==> src/rtl/core/mpd_pkg.sv <==
// Shared types and constants for the multichannel presence debouncer.
// No dependencies; imported by every module of the block.
`default_nettype none
package mpd_pkg;

  localparam int CHANNELS  = 4;
  localparam int TIME_BITS = 32;

  // Fixed field widths
  localparam int NOW_W    = 32;
  localparam int STABLE_W = 16;
  localparam int CODES_W  = 2 * CHANNELS;
  localparam int CFG_IDX_W  = 2;
  localparam int CFG_DATA_W = 16;

  localparam logic [STABLE_W-1:0] STABLE_RESET = 16'd500;

  // Stream packing: first field in the lowest bits, padded to whole bytes
  localparam int IN_BITS  = NOW_W + 2 * CHANNELS;
  localparam int IN_W     = ((IN_BITS + 7) / 8) * 8;
  localparam int OUT_BITS = CODES_W + 4;
  localparam int OUT_W    = ((OUT_BITS + 7) / 8) * 8;

  typedef enum logic [CFG_IDX_W-1:0] {
    REG_ENABLE = 2'd0,
    REG_ASSIGN = 2'd1,
    REG_STABLE = 2'd2
  } cfg_reg_e;

  typedef enum logic [1:0] {
    CODE_ABSENT     = 2'd0,
    CODE_PRESENT    = 2'd1,
    CODE_UNASSIGNED = 2'd2,
    CODE_ERROR      = 2'd3
  } code_e;

  typedef enum logic [1:0] {
    ST_DISABLED = 2'd0,
    ST_READY    = 2'd1,
    ST_ERROR    = 2'd2
  } status_e;

  typedef struct packed {
    code_e code;    // code reported after this request
    logic  fault;   // assigned and sensor fault
    logic  ok;      // assigned and fault free
    logic  primed;  // lane has taken its first level
  } lane_res_t;

  // Last member sits in the lowest bits, so codes come out at bit 0
  typedef struct packed {
    logic               valid_data;
    logic               error_code;
    status_e            status;
    logic [CODES_W-1:0] codes;
  } result_t;

endpackage
`default_nettype wire

==> src/rtl/core/mpd_lane.sv <==
// One debounce lane: level, change timestamp, reported code and prime flag.
// Depends on mpd_pkg.
`default_nettype none
module mpd_lane (
  input  logic                                     clk_i,
  input  logic                                     rst_ni,
  input  logic                                     step_i,
  input  logic                                     assigned_i,
  input  logic                                     level_i,
  input  logic                                     fault_i,
  input  logic [mpd_pkg::TIME_BITS-1:0]            now_i,
  input  logic [mpd_pkg::STABLE_W-1:0]             stable_i,
  output mpd_pkg::lane_res_t                       res_o
);
  import mpd_pkg::*;

  logic                 last_q, last_d;
  logic [TIME_BITS-1:0] ct_q, ct_d;
  code_e                code_q, code_d;
  logic                 primed_q, primed_d;

  logic                 lvl_eff;
  logic [TIME_BITS-1:0] ct_eff;
  code_e                code_eff;
  logic [TIME_BITS-1:0] elapsed;

  always_comb begin
    // unprimed lane takes the raw level at once
    lvl_eff  = primed_q ? last_q : level_i;
    ct_eff   = primed_q ? ct_q : now_i;
    code_eff = primed_q ? code_q : code_e'({1'b0, level_i});
    elapsed  = now_i - ct_eff;

    last_d   = last_q;
    ct_d     = ct_q;
    code_d   = code_q;
    primed_d = primed_q;
    if (step_i) begin
      if (!assigned_i) begin
        code_d = CODE_UNASSIGNED;
      end else begin
        primed_d = 1'b1;
        last_d   = lvl_eff;
        ct_d     = ct_eff;
        code_d   = code_eff;
        if (level_i != lvl_eff) begin
          last_d = level_i;
          ct_d   = now_i;
        end else if (elapsed >= TIME_BITS'(stable_i)) begin
          code_d = code_e'({1'b0, lvl_eff});
        end
        if (fault_i) code_d = CODE_ERROR;
      end
    end
  end

  always_ff @(posedge clk_i or negedge rst_ni) begin
    if (!rst_ni) begin
      last_q   <= 1'b0;
      ct_q     <= '0;
      code_q   <= CODE_UNASSIGNED;
      primed_q <= 1'b0;
    end else begin
      last_q   <= last_d;
      ct_q     <= ct_d;
      code_q   <= code_d;
      primed_q <= primed_d;
    end
  end

  assign res_o.code   = code_d;
  assign res_o.fault  = assigned_i & fault_i;
  assign res_o.ok     = assigned_i & ~fault_i;
  assign res_o.primed = primed_q;

endmodule
`default_nettype wire

==> src/rtl/core/mpd_merge.sv <==
// Merge stage: packs lane codes, derives status, sticky error code, valid flag.
// Depends on mpd_pkg.
`default_nettype none
module mpd_merge (
  input  logic                                     clk_i,
  input  logic                                     rst_ni,
  input  logic                                     accept_i,
  input  logic                                     enabled_i,
  input  mpd_pkg::lane_res_t [mpd_pkg::CHANNELS-1:0] lanes_i,
  output mpd_pkg::result_t                         result_o
);
  import mpd_pkg::*;

  logic held_err_q, held_err_d;
  logic any_err, any_ok;

  always_comb begin
    any_err = 1'b0;
    any_ok  = 1'b0;
    for (int i = 0; i < CHANNELS; i++) begin
      any_err = any_err | lanes_i[i].fault;
      any_ok  = any_ok | lanes_i[i].ok;
      result_o.codes[2*i +: 2] = lanes_i[i].code;
    end
    held_err_d = held_err_q;
    if (accept_i && enabled_i) held_err_d = any_err;

    if (!enabled_i) begin
      result_o.status     = ST_DISABLED;
      result_o.error_code = held_err_q;
      result_o.valid_data = 1'b0;
    end else begin
      result_o.status     = any_err ? ST_ERROR : ST_READY;
      result_o.error_code = any_err;
      result_o.valid_data = any_ok;
    end
  end

  always_ff @(posedge clk_i or negedge rst_ni) begin
    if (!rst_ni) held_err_q <= 1'b0;
    else         held_err_q <= held_err_d;
  end

endmodule
`default_nettype wire

==> src/rtl/core/multichannel_presence_debouncer.sv <==
// Top level of the multichannel presence debouncer: config registers, lanes,
// merge stage and result register. Depends on mpd_pkg, mpd_lane, mpd_merge.
`default_nettype none
// Debounces CHANNELS presence inputs by millisecond timestamp. Each input
// request carries the current time, the raw levels and the sensor fault flags;
// each produces exactly one result with two-bit codes per channel (0 absent,
// 1 present, 2 unassigned, 3 error), a module status, a sticky error code and
// a valid flag. Throughput is one request per clock while results drain; each
// channel has its own lane (one 32-bit subtract and compare), and the merged
// result lands in an output register in the cycle after the request is taken.
// The input is ready whenever that register is empty or being drained this
// cycle, so a stalled consumer stalls the input only while a result is pending.
// Configuration is written through a plain write port, by the user only while
// no request is in flight (unenforced); unknown register indexes are ignored.
module multichannel_presence_debouncer (
  input  logic                               clk_i,
  input  logic                               rst_ni,
  // configuration write port
  input  logic                               cfg_we_i,
  input  logic [mpd_pkg::CFG_IDX_W-1:0]      cfg_index_i,
  input  logic [mpd_pkg::CFG_DATA_W-1:0]     cfg_wdata_i,
  // input requests
  input  logic                               s_axis_tvalid,
  output logic                               s_axis_tready,
  // tdata, low bit up: now_time_ms, raw_levels, sensor_faults
  input  logic [mpd_pkg::IN_W-1:0]           s_axis_tdata,
  // results
  output logic                               m_axis_tvalid,
  input  logic                               m_axis_tready,
  // tdata, low bit up: presence_codes, module_status, error_code, valid_data,
  // zero padding
  output logic [mpd_pkg::OUT_W-1:0]          m_axis_tdata
);
  import mpd_pkg::*;

  // Configuration registers
  logic                enable_q;
  logic [CHANNELS-1:0] assign_q;
  logic [STABLE_W-1:0] stable_q;

  always_ff @(posedge clk_i or negedge rst_ni) begin
    if (!rst_ni) begin
      enable_q <= 1'b0;
      assign_q <= '0;
      stable_q <= STABLE_RESET;
    end else if (cfg_we_i) begin
      unique case (cfg_index_i)
        REG_ENABLE: enable_q <= cfg_wdata_i[0];
        REG_ASSIGN: assign_q <= cfg_wdata_i[CHANNELS-1:0];
        REG_STABLE: stable_q <= cfg_wdata_i[STABLE_W-1:0];
        default:    ;
      endcase
    end
  end

  // Unpack the request
  logic [TIME_BITS-1:0] now;
  logic [CHANNELS-1:0]  raw;
  logic [CHANNELS-1:0]  faults;

  assign now    = s_axis_tdata[TIME_BITS-1:0];
  assign raw    = s_axis_tdata[NOW_W +: CHANNELS];
  assign faults = s_axis_tdata[NOW_W + CHANNELS +: CHANNELS];

  logic s_accept;
  logic out_valid_q;
  result_t out_q;

  assign s_axis_tready = ~out_valid_q | m_axis_tready;
  assign s_accept      = s_axis_tvalid & s_axis_tready;

  // Lanes: state moves only on an accepted request while enabled
  lane_res_t [CHANNELS-1:0] lane_res;

  for (genvar g = 0; g < CHANNELS; g++) begin : g_lane
    mpd_lane u_lane (
      .clk_i      (clk_i),
      .rst_ni     (rst_ni),
      .step_i     (s_accept & enable_q),
      .assigned_i (assign_q[g]),
      .level_i    (raw[g]),
      .fault_i    (faults[g]),
      .now_i      (now),
      .stable_i   (stable_q),
      .res_o      (lane_res[g])
    );
  end

  result_t merged;

  mpd_merge u_merge (
    .clk_i     (clk_i),
    .rst_ni    (rst_ni),
    .accept_i  (s_accept),
    .enabled_i (enable_q),
    .lanes_i   (lane_res),
    .result_o  (merged)
  );

  // Result register decouples the two sides
  always_ff @(posedge clk_i or negedge rst_ni) begin
    if (!rst_ni) begin
      out_valid_q <= 1'b0;
    end else if (s_accept) begin
      out_valid_q <= 1'b1;
    end else if (m_axis_tready) begin
      out_valid_q <= 1'b0;
    end
  end

  always_ff @(posedge clk_i) begin
    if (s_accept) out_q <= merged;
  end

  assign m_axis_tvalid = out_valid_q;
  assign m_axis_tdata  = OUT_W'(out_q);

  // Primed flags of all lanes, for checking
  logic [CHANNELS-1:0] primed_all;
  always_comb begin
    for (int i = 0; i < CHANNELS; i++) primed_all[i] = lane_res[i].primed;
  end

  // Every accepted request shows a result on the next cycle
  a_accept_gives_result: assert property (@(posedge clk_i) disable iff (!rst_ni)
    s_accept |=> m_axis_tvalid)
    else $error("accepted request produced no result");

  // Input stalls only behind a pending result
  a_stall_only_when_full: assert property (@(posedge clk_i) disable iff (!rst_ni)
    !s_axis_tready |-> out_valid_q)
    else $error("input stalled with empty result register");

  // Error status implies that the error code is set
  a_status_error: assert property (@(posedge clk_i) disable iff (!rst_ni)
    (m_axis_tvalid && out_q.status == ST_ERROR) |-> out_q.error_code)
    else $error("error status without error code");

  // Once primed, a lane stays primed
  a_primed_sticky: assert property (@(posedge clk_i) disable iff (!rst_ni)
    (($past(primed_all) & ~primed_all) == '0))
    else $error("lane lost its primed flag");

endmodule
`default_nettype wire
==> config.mk <==
export PLATFORM = sky130hd
export DESIGN_NAME = multichannel_presence_debouncer
export DESIGN_NICKNAME = d
export VERILOG_FILES = /design/src/rtl/core/mpd_pkg.sv /design/src/rtl/core/mpd_lane.sv /design/src/rtl/core/mpd_merge.sv /design/src/rtl/core/multichannel_presence_debouncer.sv
export SDC_FILE = /design/constraint.sdc
export NUM_CORES = 1
export LEC_CHECK = 0
export BUFFER_PORTS_ARGS = -buffer_cell sky130_fd_sc_hd__buf_4
export CAP_MARGIN = 30
export CORE_ASPECT_RATIO = 2
export CORE_MARGIN = 2
export CORE_UTILIZATION = 60
export DETAILED_ROUTE_END_ITERATION = 7
export GPL_ROUTABILITY_DRIVEN = 0
export PLACE_DENSITY_LB_ADDON = 0.15
export SLEW_MARGIN = 20
export SYNTH_ARGS = -nofsm -noshare
export SYNTH_HDL_FRONTEND = slang
export SYNTH_SLANG_ARGS = --single-unit
==> constraint.sdc <==
create_clock -name clk_i -period 6.6 [get_ports clk_i]
set_input_delay 1.32 -clock clk_i [delete_from_list [all_inputs] [get_ports clk_i]]
set_output_delay 1.32 -clock clk_i [all_outputs]
set_load 0.1 [all_outputs]
==> flow_metrics.tcl <==
set metrics [dict create \
    synth_most_common_cell "ha_1" \
    min_path_type "reg -> reg" \
    internal-power_mw 5.130 \
    switching_power_mw 4.567 \
    whs_ns 0.4769 \
    nNetsFinal 2104 \
    area_delta_synth_final_pct 9.452 \
    top_usage_layer "met2" \
    min_period_ns 6.252 \
    place_area_um2 17490 \
    cts_max_path_buffers 2 \
    post-route-period-util 0.9473 \
    dieArea_um2 28980 \
    track_usage 0.3121 \
    cts_tree "yes" \
    antenna_left 0 \
    status "complete, no violations" \
    finalHoldViolCount 0 \
    fillCellCount 2215 \
    max_freq_mhz 159.9 \
    p_seq_frac 0.191 \
    vias 14300 \
    p_per_area_nw_per_um2 535.8 \
    cts_setup_buffers 0 \
    critPathCaptureType "flip-flop" \
    cellLeakagePower_nw 8.994 \
    clkTransAtPathRegs_ns 0.07 \
    synth_seq_cells 179 \
    critPathRequiredTime_ns 6.83 \
    rsz0062_at_grt "false" \
    cts_root_buf "clkbuf_16" \
    yosysTopAreaCellShare 0.2376 \
    die_w_um 121.4 \
    fin_setup_tns_ns 0 \
    met1_usage 0.3523 \
    routed_wl_um 44340 \
    worstSetupStartpointType "primary input" \
    synth_common_cells "ha_1 (204), dfrtp_1 (157), a21oi_1 (147), mux2_2 (144), nand2_1 (129)" \
    clock-sinks 179 \
    power_frac_clock 0.105 \
    maxSlewViolCount 0 \
    place_ws_ns -0.1127 \
    critical_path_class "in -> reg" \
    p_comb_frac 0.704 \
    ys_async_sr_fraction 0.9330 \
    grt_pass1_wl_um 70780 \
    grt_pass1_vias 14400 \
    grt_util_met2 0.5444 \
    grt_max_degree 73 \
    finalSetupViolations 0 \
    num_rows 86 \
    holdBufCountCts 0 \
    synthCells 1780 \
    route.detailed.drc 0 \
    insertion_delay_ns 0.47 \
    place_hpwl_um 34010 \
    num_antenna_cells 0 \
    die_y_um 238.8 \
    dr.pass1.iters 5 \
    syn-cell-area_um2 16530 \
    worst_slack_ns 0.3477 \
    antenna_found_initial 0 \
    gr-usage-met3 0.04437 \
    io_pins 81 \
    cts_buffers 17 \
    ctsResizeCount 0 \
    max_slew_margin 0.4853 \
    worst_pin_slew_ns 0.7655 \
    coreArea_um2 27330 \
    seq_area_frac_synth 0.2753 \
    start_util 0.6050 \
    drtIter0Drc 865 \
    vdd_drop_max_mv 0.2860 \
    arrival_ns 6.48 \
    yosysWarningCount 0 \
    ys.flop_type "dfrtp_1" \
    synth.distinct_cells 74 \
    yosysTopAreaCell "dfrtp_1" \
    synth_edf_count 12 \
    maxCapViolations 0 \
    p_total_mw 9.697 \
    fin_worst_skew_ns 0.01283 \
    gr-total-overflow 0 \
    worstPathMaxFanout 10 \
    p_sw_frac 0.4710 \
    drive_above_1_share 0.1674 \
    fin_area_um2 18100 \
    avgRoutedWirePerCell_um 20.17 \
    via_per_inst 6.507 \
    synth.area.top_cells "dfrtp_1 (24%), ha_1 (15%), mux2_2 (9.8%)" \
    avgSynthCellArea_um2 9.289 \
    place.port_buffers 76 \
    htree_levels 4 \
]
-- worst paths after layout --
check,startpoint,to,slack (ns),depth (start not counted)
min,g_lane[2].u_lane.code_q[1],g_lane[2].u_lane.code_q[1],0.48,2
min reg2reg,g_lane[2].u_lane.code_q[1],g_lane[2].u_lane.code_q[1],0.48,2
max in group asynchronous,rst_ni,g_lane[0].u_lane.code_q[1],4.77,3
min in group asynchronous,rst_ni,g_lane[0].u_lane.ct_q[7],0.81,1
max reg2reg,g_lane[1].u_lane.primed_q,m_axis_tdata[2],0.77,21
max,s_axis_tdata[0],m_axis_tdata[4],0.35,23
-- cell families (layout without fill, tap and decap cells) --
family | after synthesis | count (layout) | synth area share
adder cells (fa/ha/maj) | 208 | 208 | 0.1592
flip-flops | 179 | 179 | 0.2753
buffers and inverters | 135 | 198 | 0.03163
AND/OR/NAND/NOR | 416 | 416 | 0.1230
XOR/XNOR | 92 | 92 | 0.04873
other | 1 | 4 | 0.0002268
AO/OA/AOI/OAI | 479 | 479 | 0.1873
multiplexers | 270 | 270 | 0.1747
-- sequential cells by signal (all words and copies together) (netlist names) --
signal / cells
g_lane.u_lane.code_q: 8
assign_q: 4
g_lane.u_lane.last_q: 4
stable_q: 16
g_lane.u_lane.ct_q: 128
m_axis_tdata: 12
g_lane.u_lane.primed_q: 4
m_axis_tvalid: 1
u_merge.held_err_q: 1
enable_q: 1
-- power groups by stage --
stage	combinational (mW)	clock (mW)	sequential, mW
global placement	6.41	0	1.84
finish	6.82	1.02	1.85
floorplan	5.01	0	1.86
global route	7.50	1.09	1.90
detailed placement	6.65	0	1.87
CTS	6.71	1.04	1.85
-- per-layer routing --
layer | wire, um | share of wire
met5 | 0 | 0
met4 | 2949 | 0.067
met3 | 2160 | 0.049
met2 | 22170 | 0.50
met1 | 17060 | 0.38
-- final cells by class --
class / count / area (um^2) / area share
clock buffer: 19 / 432.9 / 0.02392
clock inverter: 13 / 136.4 / 0.007536
inverter: 61 / 229.0 / 0.01265
multi-input combinational: 1469 / 11490 / 0.6347
sequential: 179 / 4557 / 0.2518
tap: 352 / 440.4 / 0.02434
timing repair buffer: 105 / 815.8 / 0.04508
-- cells in the final DEF (no fill, tap or decap), types with 14 or more instances in the layout --
master     Yosys  final
a211oi_1      15     15
a21o_1        66     66
a21oi_1      147    147
a31oi_1       16     16
and3_1        21     21
buf_4          4    102
clkbuf_16      0     17
dfrtp_1      157    153
ha_1         204    204
inv_1         61     61
mux2_2       144    144
mux2i_1      125    125
nand2_1      129    129
nand2b_1      34     34
nand3_1       37     37
nand4_1       26     26
nor2_1        86     86
nor2b_1       23     23
nor3_1        14     14
o211ai_1      20     20
o21a_1        22     22
o21ai_0       94     93
xnor2_1       56     56
xor2_1        36     36
-- per-stage QoR --
step / cells / util
2_1_floorplan: 1783 / -
3_3_place_gp: 2164 / 0.6394
3_5_place_dp: 2165 / 0.6398
4_1_cts: 2197 / 0.6606
5_1_grt: 2198 / 0.6622
6_report: 2198 / 0.6622
-- critical path: stages --
cell,delay (ns)
buf_4,0.08
inv_1,0.05
buf_4,0.16
o21ai_0,0.17
ha_1,0.22
fa_1,0.21
nand2b_1,0.14
a21oi_1,0.11
o41ai_2,0.61
o21ai_0,0.20
xor2_1,0.17
ha_1,0.30
a21o_1,0.18
a2111oi_0,0.54
o211ai_1,0.16
nand2_1,0.11
o2111ai_1,0.20
nor4_1,0.28
o2111ai_1,0.15
nor4_1,0.28
a41o_1,0.39
nor4_1,0.08
a221oi_1,0.36
Power figures use the tool's default switching activity.
